===== src/rtl/sfd_pkg.sv =====
// Shared types and constants of the scale frame deframer.
package sfd_pkg;

    localparam logic [7:0] SYNC_BYTE_0  = 8'hEF;
    localparam logic [7:0] SYNC_BYTE_1  = 8'hDD;
    localparam logic [7:0] TYPE_WEIGHT  = 8'h0C;
    localparam logic [7:0] TYPE_BATTERY = 8'h08;
    localparam logic [7:0] TYPE_INFO    = 8'h07;
    localparam logic [7:0] EVT_WEIGHT   = 8'h05;
    localparam logic [7:0] EVT_BEAT     = 8'h0B;
    localparam logic [7:0] BEAT_SEL     = 8'h05;
    localparam logic [6:0] BATT_MASK    = 7'h7F;
    localparam logic [6:0] BATT_FULL    = 7'd100;
    localparam logic [7:0] MAX_LEN_RST  = 8'd64;

    // frame positions
    localparam logic [8:0] POS_HDR      = 9'd2;
    localparam logic [8:0] POS_HDR_LAST = 9'd4;
    localparam logic [8:0] POS_BODY     = 9'd5;
    localparam logic [8:0] POS_BODY_END = 9'd13;
    localparam logic [8:0] POS_CHECK    = 9'd6;
    localparam logic [8:0] END_WEIGHT   = 9'd11;
    localparam logic [8:0] END_BEAT     = 9'd14;

    typedef enum logic [2:0] {
        KIND_WEIGHT    = 3'd0,
        KIND_BATTERY   = 3'd1,
        KIND_BATT_OOR  = 3'd2,
        KIND_RESYNC    = 3'd3,
        KIND_OTHER     = 3'd4
    } kind_t;

    typedef enum logic [1:0] {
        PH_IDLE   = 2'd0,
        PH_SAW_EF = 2'd1,
        PH_FRAME  = 2'd2
    } phase_t;

    typedef enum logic [1:0] {
        ST_RUN    = 2'b01,
        ST_REPLAY = 2'b10
    } ctrl_state_t;

    typedef struct packed {
        logic       feed_en;     // advance the deframer by one byte
        logic       sel_replay;  // byte comes from the replay buffer
        logic [1:0] rep_idx;
        logic       sess_clear;
        logic       load_out;    // capture the result into the output register
        logic       capture_rep; // hold the bytes to scan again
    } dp_cmd_t;

    typedef struct packed {
        logic ev_valid;   // the byte being fed finishes a request
        logic rep_req;    // held bytes must be scanned again
        logic rep_short;  // only the last held byte is scanned again
    } dp_status_t;

endpackage


===== src/rtl/scale_frame_deframer.sv =====
// Top level of the scale frame deframer: byte stream in, frame events out.
//
//  channel  | direction | handshake           | contents
//  ---------+-----------+---------------------+---------------------------------------
//  s_*      | in        | s_tvalid / s_tready | one received byte or a session reset
//  m_*      | out       | m_tvalid / m_tready | one frame event (request)
//  cfg_*    | in        | cfg_valid/cfg_ready | max_payload_len write, always ready
//
//  One byte is taken per cycle when not stalled. A byte that forces a resync
//  stalls the input while the replay sequencer scans the four held bytes again
//  through the header hunt; a frame with length zero stalls it while the last
//  held byte is scanned again. The output register holds one request, and a
//  request held by m_tready low also stalls the input. Reset clears the hunt, the
//  flags, the info count and the output valid, and sets max_payload_len to 64.
module scale_frame_deframer
    import sfd_pkg::*;
#(
    parameter int INFO_COUNT_BITS = 16,
    localparam int TDATA_W        = ((50 + 16 + 7) / 8) * 8
)
(
    input  logic               clk,
    input  logic               rst_n,
    input  logic               s_tvalid,
    output logic               s_tready,
    input  logic [7:0]         s_tdata,   // [7:0] rx_byte
    input  logic [0:0]         s_tuser,   // [0] action
    output logic               m_tvalid,
    input  logic               m_tready,
    // [7:0] message_type, [31:8] weight_magnitude, [39:32] decimal_places,
    // [40] weight_negative, [41] first_weight, [48:42] battery_level,
    // [49] scale_responded, [65:50] info_frame_count, zero fill above
    output logic [TDATA_W-1:0] m_tdata,
    output logic [2:0]         m_tuser,   // [2:0] event_kind
    input  logic               cfg_valid,
    output logic               cfg_ready,
    input  logic [7:0]         cfg_data   // max_payload_len
);

    dp_cmd_t    cmd;
    dp_status_t status;

    // configuration is taken at any cycle
    assign cfg_ready = 1'b1;

    // handshakes, replay sequencing and output valid
    sfd_ctrl u_ctrl (
        .clk      (clk),
        .rst_n    (rst_n),
        .s_tvalid (s_tvalid),
        .s_tready (s_tready),
        .s_action (s_tuser[0]),
        .m_tvalid (m_tvalid),
        .m_tready (m_tready),
        .status   (status),
        .cmd      (cmd)
    );

    // header hunt, frame store, decode and output register
    sfd_datapath #(
        .INFO_COUNT_BITS (INFO_COUNT_BITS),
        .TDATA_W         (TDATA_W)
    ) u_dp (
        .clk      (clk),
        .rst_n    (rst_n),
        .s_byte   (s_tdata),
        .cfg_we   (cfg_valid && cfg_ready),
        .cfg_data (cfg_data),
        .cmd      (cmd),
        .status   (status),
        .m_kind   (m_tuser),
        .m_data   (m_tdata)
    );

endmodule


===== src/rtl/sfd_ctrl.sv =====
// Controller of the scale frame deframer: handshakes and replay sequencing.
module sfd_ctrl
    import sfd_pkg::*;
(
    input  logic       clk,
    input  logic       rst_n,
    input  logic       s_tvalid,
    output logic       s_tready,
    input  logic       s_action,
    output logic       m_tvalid,
    input  logic       m_tready,
    input  dp_status_t status,
    output dp_cmd_t    cmd
);

    ctrl_state_t state_reg, state_next;
    logic [1:0]  idx_reg, idx_next;
    logic        ovalid_reg, ovalid_next;
    logic        accept;
    logic        feed_byte;

    assign s_tready  = (state_reg == ST_RUN) && (!ovalid_reg || m_tready);
    assign accept    = s_tvalid && s_tready;
    assign feed_byte = accept && !s_action;
    assign m_tvalid  = ovalid_reg;

    always_comb
    begin
        cmd.feed_en     = feed_byte || (state_reg == ST_REPLAY);
        cmd.sel_replay  = (state_reg == ST_REPLAY);
        cmd.rep_idx     = idx_reg;
        cmd.sess_clear  = accept && s_action;
        cmd.load_out    = feed_byte && status.ev_valid;
        cmd.capture_rep = feed_byte && status.rep_req;
    end

    always_comb
    begin
        state_next  = state_reg;
        idx_next    = idx_reg;
        ovalid_next = ovalid_reg;
        if (m_tready)
        begin
            ovalid_next = 1'b0;
        end
        if (cmd.load_out)
        begin
            ovalid_next = 1'b1;
        end
        unique case (state_reg)
            ST_RUN:
            begin
                if (cmd.capture_rep)
                begin
                    state_next = ST_REPLAY;
                    idx_next   = status.rep_short ? 2'd3 : 2'd0;
                end
            end
            ST_REPLAY:
            begin
                idx_next = idx_reg + 2'd1;
                if (idx_reg == 2'd3)
                begin
                    state_next = ST_RUN;
                end
            end
            default:
            begin
                state_next = ST_RUN;
            end
        endcase
    end

    always_ff @(posedge clk or negedge rst_n)
    begin
        if (!rst_n)
        begin
            state_reg  <= ST_RUN;
            idx_reg    <= 2'd0;
            ovalid_reg <= 1'b0;
        end
        else
        begin
            state_reg  <= state_next;
            idx_reg    <= idx_next;
            ovalid_reg <= ovalid_next;
        end
    end

    a_no_accept_in_replay: assert property (@(posedge clk) disable iff (!rst_n)
        (state_reg == ST_REPLAY) |-> !s_tready)
        else $error("input taken during replay");

    a_no_overwrite: assert property (@(posedge clk) disable iff (!rst_n)
        cmd.load_out |-> (!ovalid_reg || m_tready))
        else $error("pending result overwritten");

    a_replay_ends: assert property (@(posedge clk) disable iff (!rst_n)
        (state_reg == ST_REPLAY && idx_reg == 2'd3) |=> (state_reg == ST_RUN))
        else $error("replay did not finish");

    a_replay_no_event: assert property (@(posedge clk) disable iff (!rst_n)
        (state_reg == ST_REPLAY) |-> !status.ev_valid)
        else $error("replayed byte finished a request");

endmodule


===== src/rtl/sfd_datapath.sv =====
// Datapath of the scale frame deframer: header hunt, frame store and decode.
module sfd_datapath
    import sfd_pkg::*;
#(
    parameter int INFO_COUNT_BITS = 16,
    parameter int TDATA_W         = 72
)
(
    input  logic               clk,
    input  logic               rst_n,
    input  logic [7:0]         s_byte,
    input  logic               cfg_we,
    input  logic [7:0]         cfg_data,
    input  dp_cmd_t            cmd,
    output dp_status_t         status,
    output logic [2:0]         m_kind,
    output logic [TDATA_W-1:0] m_data
);

    // the reported info count is always 16 bits wide, whatever the counter width
    localparam int INFO_OUT_W = 16;
    localparam int FIELDS_W   = 50 + INFO_OUT_W;

    phase_t                     phase_reg, phase_next;
    logic [8:0]                 cnt_reg, cnt_next;
    logic                       resp_reg, resp_next;
    logic [INFO_COUNT_BITS-1:0] info_reg, info_next;
    logic                       wseen_reg, wseen_next;
    logic [7:0]                 max_len_reg;
    logic [7:0]                 hdr_reg [0:2];
    logic [7:0]                 win_reg [0:8];
    logic [7:0]                 rep_reg [0:3];
    logic [7:0]                 win_w   [0:8];

    logic [7:0]  b;
    logic        in_frame;
    logic [8:0]  cnt_inc;
    logic [8:0]  msg_end;
    logic        hdr_we, win_we;
    logic [1:0]  hidx;
    logic [3:0]  widx;
    logic        is_check, over_len, done;

    kind_t       kind_c;
    logic [23:0] mag_c;
    logic [7:0]  dec_c;
    logic        neg_c, first_c, is_weight;
    logic [6:0]  batt_c;

    kind_t                 kind_q;
    logic [7:0]            type_q;
    logic [23:0]           mag_q;
    logic [7:0]            dec_q;
    logic                  neg_q, first_q, resp_q;
    logic [6:0]            batt_q;
    logic [INFO_OUT_W-1:0] info_q;

    assign b        = cmd.sel_replay ? rep_reg[cmd.rep_idx] : s_byte;
    assign in_frame = (phase_reg == PH_FRAME);
    assign cnt_inc  = cnt_reg + 9'd1;
    assign msg_end  = POS_BODY + {1'b0, hdr_reg[1]};
    assign hdr_we   = in_frame && (cnt_reg >= POS_HDR) && (cnt_reg <= POS_HDR_LAST);
    assign win_we   = in_frame && (cnt_reg >= POS_BODY) && (cnt_reg <= POS_BODY_END);
    assign hidx     = 2'(cnt_reg - POS_HDR);
    assign widx     = 4'(cnt_reg - POS_BODY);
    assign is_check = in_frame && (cnt_inc == POS_CHECK);
    assign over_len = hdr_reg[1] > max_len_reg;
    assign done     = in_frame && (cnt_inc >= POS_CHECK) && (cnt_inc >= msg_end);

    always_comb
    begin
        status.ev_valid  = (is_check && over_len) || done;
        status.rep_req   = (is_check && over_len) || (done && hdr_reg[1] == 8'd0);
        status.rep_short = !(is_check && over_len);
    end

    // window with the current byte written, so the last body byte decodes at once
    always_comb
    begin
        for (int i = 0; i < 9; i++)
        begin
            win_w[i] = win_reg[i];
        end
        if (win_we)
        begin
            win_w[widx] = b;
        end
    end

    // decode of a finished frame
    always_comb
    begin
        kind_c    = KIND_OTHER;
        mag_c     = 24'd0;
        dec_c     = 8'd0;
        neg_c     = 1'b0;
        batt_c    = 7'd0;
        is_weight = 1'b0;
        if (is_check && over_len)
        begin
            kind_c = KIND_RESYNC;
        end
        else if (hdr_reg[0] == TYPE_WEIGHT && hdr_reg[2] == EVT_WEIGHT)
        begin
            if (msg_end >= END_WEIGHT)
            begin
                is_weight = 1'b1;
                mag_c     = {win_w[2], win_w[1], win_w[0]};
                dec_c     = win_w[4];
                neg_c     = win_w[5] > 8'd1;
            end
        end
        else if (hdr_reg[0] == TYPE_WEIGHT && hdr_reg[2] == EVT_BEAT)
        begin
            if (msg_end >= END_BEAT && win_w[2] == BEAT_SEL)
            begin
                is_weight = 1'b1;
                mag_c     = {win_w[5], win_w[4], win_w[3]};
                dec_c     = win_w[7];
                neg_c     = win_w[8] > 8'd1;
            end
        end
        else if (hdr_reg[0] == TYPE_BATTERY)
        begin
            batt_c = hdr_reg[2][6:0] & BATT_MASK;
            kind_c = (batt_c <= BATT_FULL) ? KIND_BATTERY : KIND_BATT_OOR;
        end
        if (is_weight)
        begin
            kind_c = KIND_WEIGHT;
        end
        first_c = is_weight && !wseen_reg;
    end

    // deframer state
    always_comb
    begin
        phase_next = phase_reg;
        cnt_next   = cnt_reg;
        resp_next  = resp_reg;
        info_next  = info_reg;
        wseen_next = wseen_reg;
        if (cmd.sess_clear)
        begin
            phase_next = PH_IDLE;
            cnt_next   = 9'd0;
            resp_next  = 1'b0;
            info_next  = '0;
            wseen_next = 1'b0;
        end
        else if (cmd.feed_en)
        begin
            if (!in_frame)
            begin
                if (phase_reg == PH_SAW_EF && b == SYNC_BYTE_1)
                begin
                    phase_next = PH_FRAME;
                    cnt_next   = POS_HDR;
                end
                else
                begin
                    phase_next = (b == SYNC_BYTE_0) ? PH_SAW_EF : PH_IDLE;
                end
            end
            else
            begin
                cnt_next = cnt_inc;
                if (is_check)
                begin
                    if (hdr_reg[0] != TYPE_INFO)
                    begin
                        resp_next = 1'b1;
                    end
                    else if (info_reg != '1)
                    begin
                        info_next = info_reg + INFO_COUNT_BITS'(1);
                    end
                end
                if ((is_check && over_len) || done)
                begin
                    phase_next = PH_IDLE;
                    cnt_next   = 9'd0;
                end
                if (done && !(is_check && over_len) && is_weight)
                begin
                    wseen_next = 1'b1;
                end
            end
        end
    end

    always_ff @(posedge clk or negedge rst_n)
    begin
        if (!rst_n)
        begin
            phase_reg   <= PH_IDLE;
            cnt_reg     <= 9'd0;
            resp_reg    <= 1'b0;
            info_reg    <= '0;
            wseen_reg   <= 1'b0;
            max_len_reg <= MAX_LEN_RST;
        end
        else
        begin
            phase_reg <= phase_next;
            cnt_reg   <= cnt_next;
            resp_reg  <= resp_next;
            info_reg  <= info_next;
            wseen_reg <= wseen_next;
            if (cfg_we)
            begin
                max_len_reg <= cfg_data;
            end
        end
    end

    always_ff @(posedge clk)
    begin
        if (cmd.feed_en && hdr_we)
        begin
            hdr_reg[hidx] <= b;
        end
        if (cmd.feed_en && win_we)
        begin
            win_reg[widx] <= b;
        end
        if (cmd.capture_rep)
        begin
            rep_reg[0] <= hdr_reg[0];
            rep_reg[1] <= hdr_reg[1];
            rep_reg[2] <= hdr_reg[2];
            rep_reg[3] <= b;
        end
        if (cmd.load_out)
        begin
            kind_q  <= kind_c;
            type_q  <= hdr_reg[0];
            mag_q   <= mag_c;
            dec_q   <= dec_c;
            neg_q   <= neg_c;
            first_q <= first_c;
            batt_q  <= batt_c;
            resp_q  <= resp_next;
            info_q  <= INFO_OUT_W'(info_next);
        end
    end

    assign m_kind = kind_q;
    assign m_data = {{(TDATA_W - FIELDS_W){1'b0}}, info_q, resp_q, batt_q,
                     first_q, neg_q, dec_q, mag_q, type_q};

endmodule

===== config.mk =====
export PLATFORM = sky130hd
export DESIGN_NAME = scale_frame_deframer
export DESIGN_NICKNAME = d
export VERILOG_FILES = /design/src/rtl/sfd_pkg.sv /design/src/rtl/scale_frame_deframer.sv /design/src/rtl/sfd_ctrl.sv /design/src/rtl/sfd_datapath.sv
export SDC_FILE = /design/constraint.sdc
export NUM_CORES = 1
export LEC_CHECK = 0
export BUFFER_PORTS_ARGS = -buffer_cell sky130_fd_sc_hd__buf_2
export CAP_MARGIN = 20
export CORE_UTILIZATION = 45
export CTS_BUF_LIST = sky130_fd_sc_hd__clkbuf_16
export DETAILED_ROUTE_END_ITERATION = 6
export PLACE_DENSITY = 0.69
export SLEW_MARGIN = 5
export SYNTH_ARGS = -nofsm -noshare
export SYNTH_HDL_FRONTEND = slang
export SYNTH_SLANG_ARGS = --single-unit

===== constraint.sdc =====
create_clock -name clk -period 6.9 [get_ports clk]
set_input_delay 0.345 -clock clk [delete_from_list [all_inputs] [get_ports clk]]
set_output_delay 0.345 -clock clk [all_outputs]
set_load 0.02 [all_outputs]

==> qor.csv <==
stage,metric,value,unit
run_status,status,"finished, final reports clean",
floorplan,rows,55,
routing,routed_wl,23200,microns
pwr,finalPower,2670,uW
sta,finClkSkew,0.0147,ns
routing,viasPerCell,5.71,
sta,final.setup.tns,0,ns
synth,yosysWarnings,0,
global_route,gr-total-overflow,0,
worst_setup_path,critPathMaxFanout,33,
sta,grt_setup_unrepaired,no,
worst_hold_path,hold_class,in2reg,
global_route,grt-busiest-layer,met2,
global_route,use_met3,2.69,%
placed_design,pre_cts_slack,2.13,ns
pwr,ir_worst_vdd,0.165,mV
placed_design,dp_hpwl,15400,microns
clock_network,htreeDepth,1,
placed_design,numPortBuffers,92,
floorplan,initial_core_util,46.1,%
global_route,grt_pass1_vias,6498,
clock_network,ctsResizeCount,0,
routing,num_vias,6758,
synth,syn_area,10500,sq um
clock_network,clk_pin_slew,0.06,ns
worst_setup_path,cp.required,7.08,ns
synth,avgSynthCellArea,13.7,sq um
pwr,p_sw,556,uW
global_route,met1_usage,28.3,%
clock_network,post_cts_buffers,0,
layout,multi_input_area,3540,sq um
sta,whs,0.0182,ns
global_route,grt_pass1_wl,36000,microns
layout,final_common_cell,edfxtp_1,
routing,drc,0,
sta,slew_headroom,28.5,%
synth,ys_seq_area_share,63.8,%
clock_network,cts_tree,yes,
sta,drv_slew,0,
synth,synth-seq-cells,230,
layout,area_growth,13.2,%
routing,dr.pass1.iters,5,
global_route,use_met2,30.4,%
global_route,antenna_found_initial,0,
layout,nets,908,
layout,largest_register_ffs,63,
floorplan,coreArea,22800,sq um
sta,hold_violations,0,
synth,synth-main-ff-cell,edfxtp_1,
floorplan,die_w,155,microns
floorplan,die_y,155,microns
clock_network,clockBufferDepth,3,
global_route,grt_max_degree,43,
clock_network,cts_made_buffers,23,
clock_network,cts-root-buf,clkbuf_16,
sta,final.period_utilization,69.2,%
synth,synth_edf_count,188,
layout,drive_above_1_share,17.6,%
pwr,pwr-share-comb,2.4,%
placed_design,gp_congestion,0.887,
floorplan,io_pins,100,
layout,final_cell_mix,"188 x edfxtp_1, 92 x buf_2, 63 x mux2i_1",
pwr,clkPwrFrac,41.5,%
clock_network,clock_latency,0.53,ns
sta,max_freq,209,MHz
global_route,grt_usage,19.5,%
routing,drt_iter0_drc,464,
worst_setup_path,crit_path_end_kind,flip-flop,
layout,seqCellArea,6700,sq um
worst_setup_path,crit_path_start_kind,flip-flop,
sta,setup_slack,2.12,ns
synth,synthTopCellsByArea,"edfxtp_1 54%, dfrtp_1 9.5%, mux2i_1 6.0%",
pwr,sequentialPowerShare,56.1,%
sta,min_period,4.78,ns
run,drv_cap,0,
sta,setup_viol,0,
worst_setup_path,worstPathArrival,4.96,ns
layout,nFillCells,1914,
synth,synth.top_cell.area_share,53.7,%
synth,synth_cell_types,70,
sta,worst_slew_pin_slew,1.07,ns
pwr,swShare,20.8,%
synth,synth_cells,769,
routing,ant_nets,0,
pwr,p_leak,0.00453,uW
clock_network,cts_sinks,230,
floorplan,die_area,24000,sq um
routing,routedWlPerCell,19.6,microns
synth,synth_top_cell_by_area,edfxtp_1,
pwr,p_int,2120,uW
worst_setup_path,path_class,reg2reg,
layout,antenna_cells,0,
pwr,powerDensity,225,nW/um^2
synth,ys_async_sr_fraction,18.3,%
## power groups by stage
stage	Combinational (uW)	Sequential (uW)	Clock (uW)
floorplan	37.2	1530	0
global placement	63.0	1530	0
detailed placement	63.5	1530	0
CTS	63.8	1500	1130
global route	72.4	1500	1190
finish	65.0	1500	1110
## layer usage
layer | vias to the layer above | part of all wire, % | wire length [microns]
li1 | 3153 | - | -
met1 | 3342 | 46 | 10800
met2 | 220 | 46 | 10600
met3 | 43 | 5.8 | 1340
met4 | 0 | 2.2 | 507
met5 | - | 0 | 0
## cells by family (layout without fill, tap and decap cells)
logic type | Yosys count | after routing | synth area share [%]
buffers and inverters | 63 | 160 | 2.81
XOR/XNOR | 16 | 16 | 1.33
AND/OR/NAND/NOR | 224 | 224 | 11.6
flip-flops | 230 | 230 | 63.8
adder cells (fa/ha/maj) | 29 | 29 | 3.45
multiplexers | 82 | 82 | 9.04
other | 2 | 7 | 0.0715
AO/OA/AOI/OAI | 123 | 123 | 7.87
## final timing paths
path	startpoint	end	slack (ns)	cells after the start
max	u_dp.cnt_reg[0]$_DFFE_PN0P_	u_dp.batt_q[5]$_SDFFCE_PP0P_	2.12	9
min	cfg_data[5]	u_dp.max_len_reg[5]$_DFFE_PN0P_	0.02	3
max reg2reg	u_dp.cnt_reg[0]$_DFFE_PN0P_	u_dp.batt_q[5]$_SDFFCE_PP0P_	2.12	9
min reg2reg	u_dp.hdr_reg[2][7]$_DFFE_PP_	u_dp.rep_reg[2][7]$_DFFE_PP_	0.47	0
max in group asynchronous	rst_n	u_ctrl.state_reg[0]$_DFFE_PN1P_	6.18	3
min in group asynchronous	rst_n	u_dp.max_len_reg[7]$_DFFE_PN0P_	0.19	2
## critical path, cell delays in order (launching register included)
cell and delay, ns:
dfrtp_1 0.53, ha_1 0.43, nand3_1 0.27, o21ai_0 0.27
and3_1 0.22, nand4_1 0.25, or3_1 0.78, and2_1 0.37
nor2_4 0.77, buf_4 0.51
## through the flow
step,std cells,util (%),area (sq um)
floorplan,774,-,10500
global placement,1143,49.2,11200
detailed placement,1143,49.2,11200
CTS,1182,52.1,11900
global route,1184,52.2,11900
finish,1184,52.2,11900
## cells in the mapped netlist, types with 8 or more instances
cell type and count:
nor4_1 10, o22ai_1 33, nand2_1 51, buf_4 10, ha_1 29, o211ai_1 8
and2_1 9, nor3_1 12, nand3_1 18, edfxtp_1 188, clkbuf_1 17, mux2_2 9
and3_1 17, a21oi_1 17, nand2b_1 8, buf_2 11, or4_1 11, mux4_2 8
nor2_1 35, nand4_1 14, mux2i_1 63, o21ai_0 22, inv_1 22, dfrtp_1 40
xor2_1 12
## cell type report
class,count,share of cell area (%)
clock buffers,23,4.84
clock inverters,16,0.663
inverters,22,0.694
multi-input cells,481,29.7
flip-flops and latches,230,56.3
well taps,313,3.29
repair buffers,99,4.44
## what timing repair did
| item | 4_1_cts | 5_1_grt |
|---|---|---|
| hold endpoints to repair | 0 | 41 |
| hold buffers | 0 | 1 |
| setup endpoints to repair | 0 | 0 |
Power figures use the tool's default switching activity.
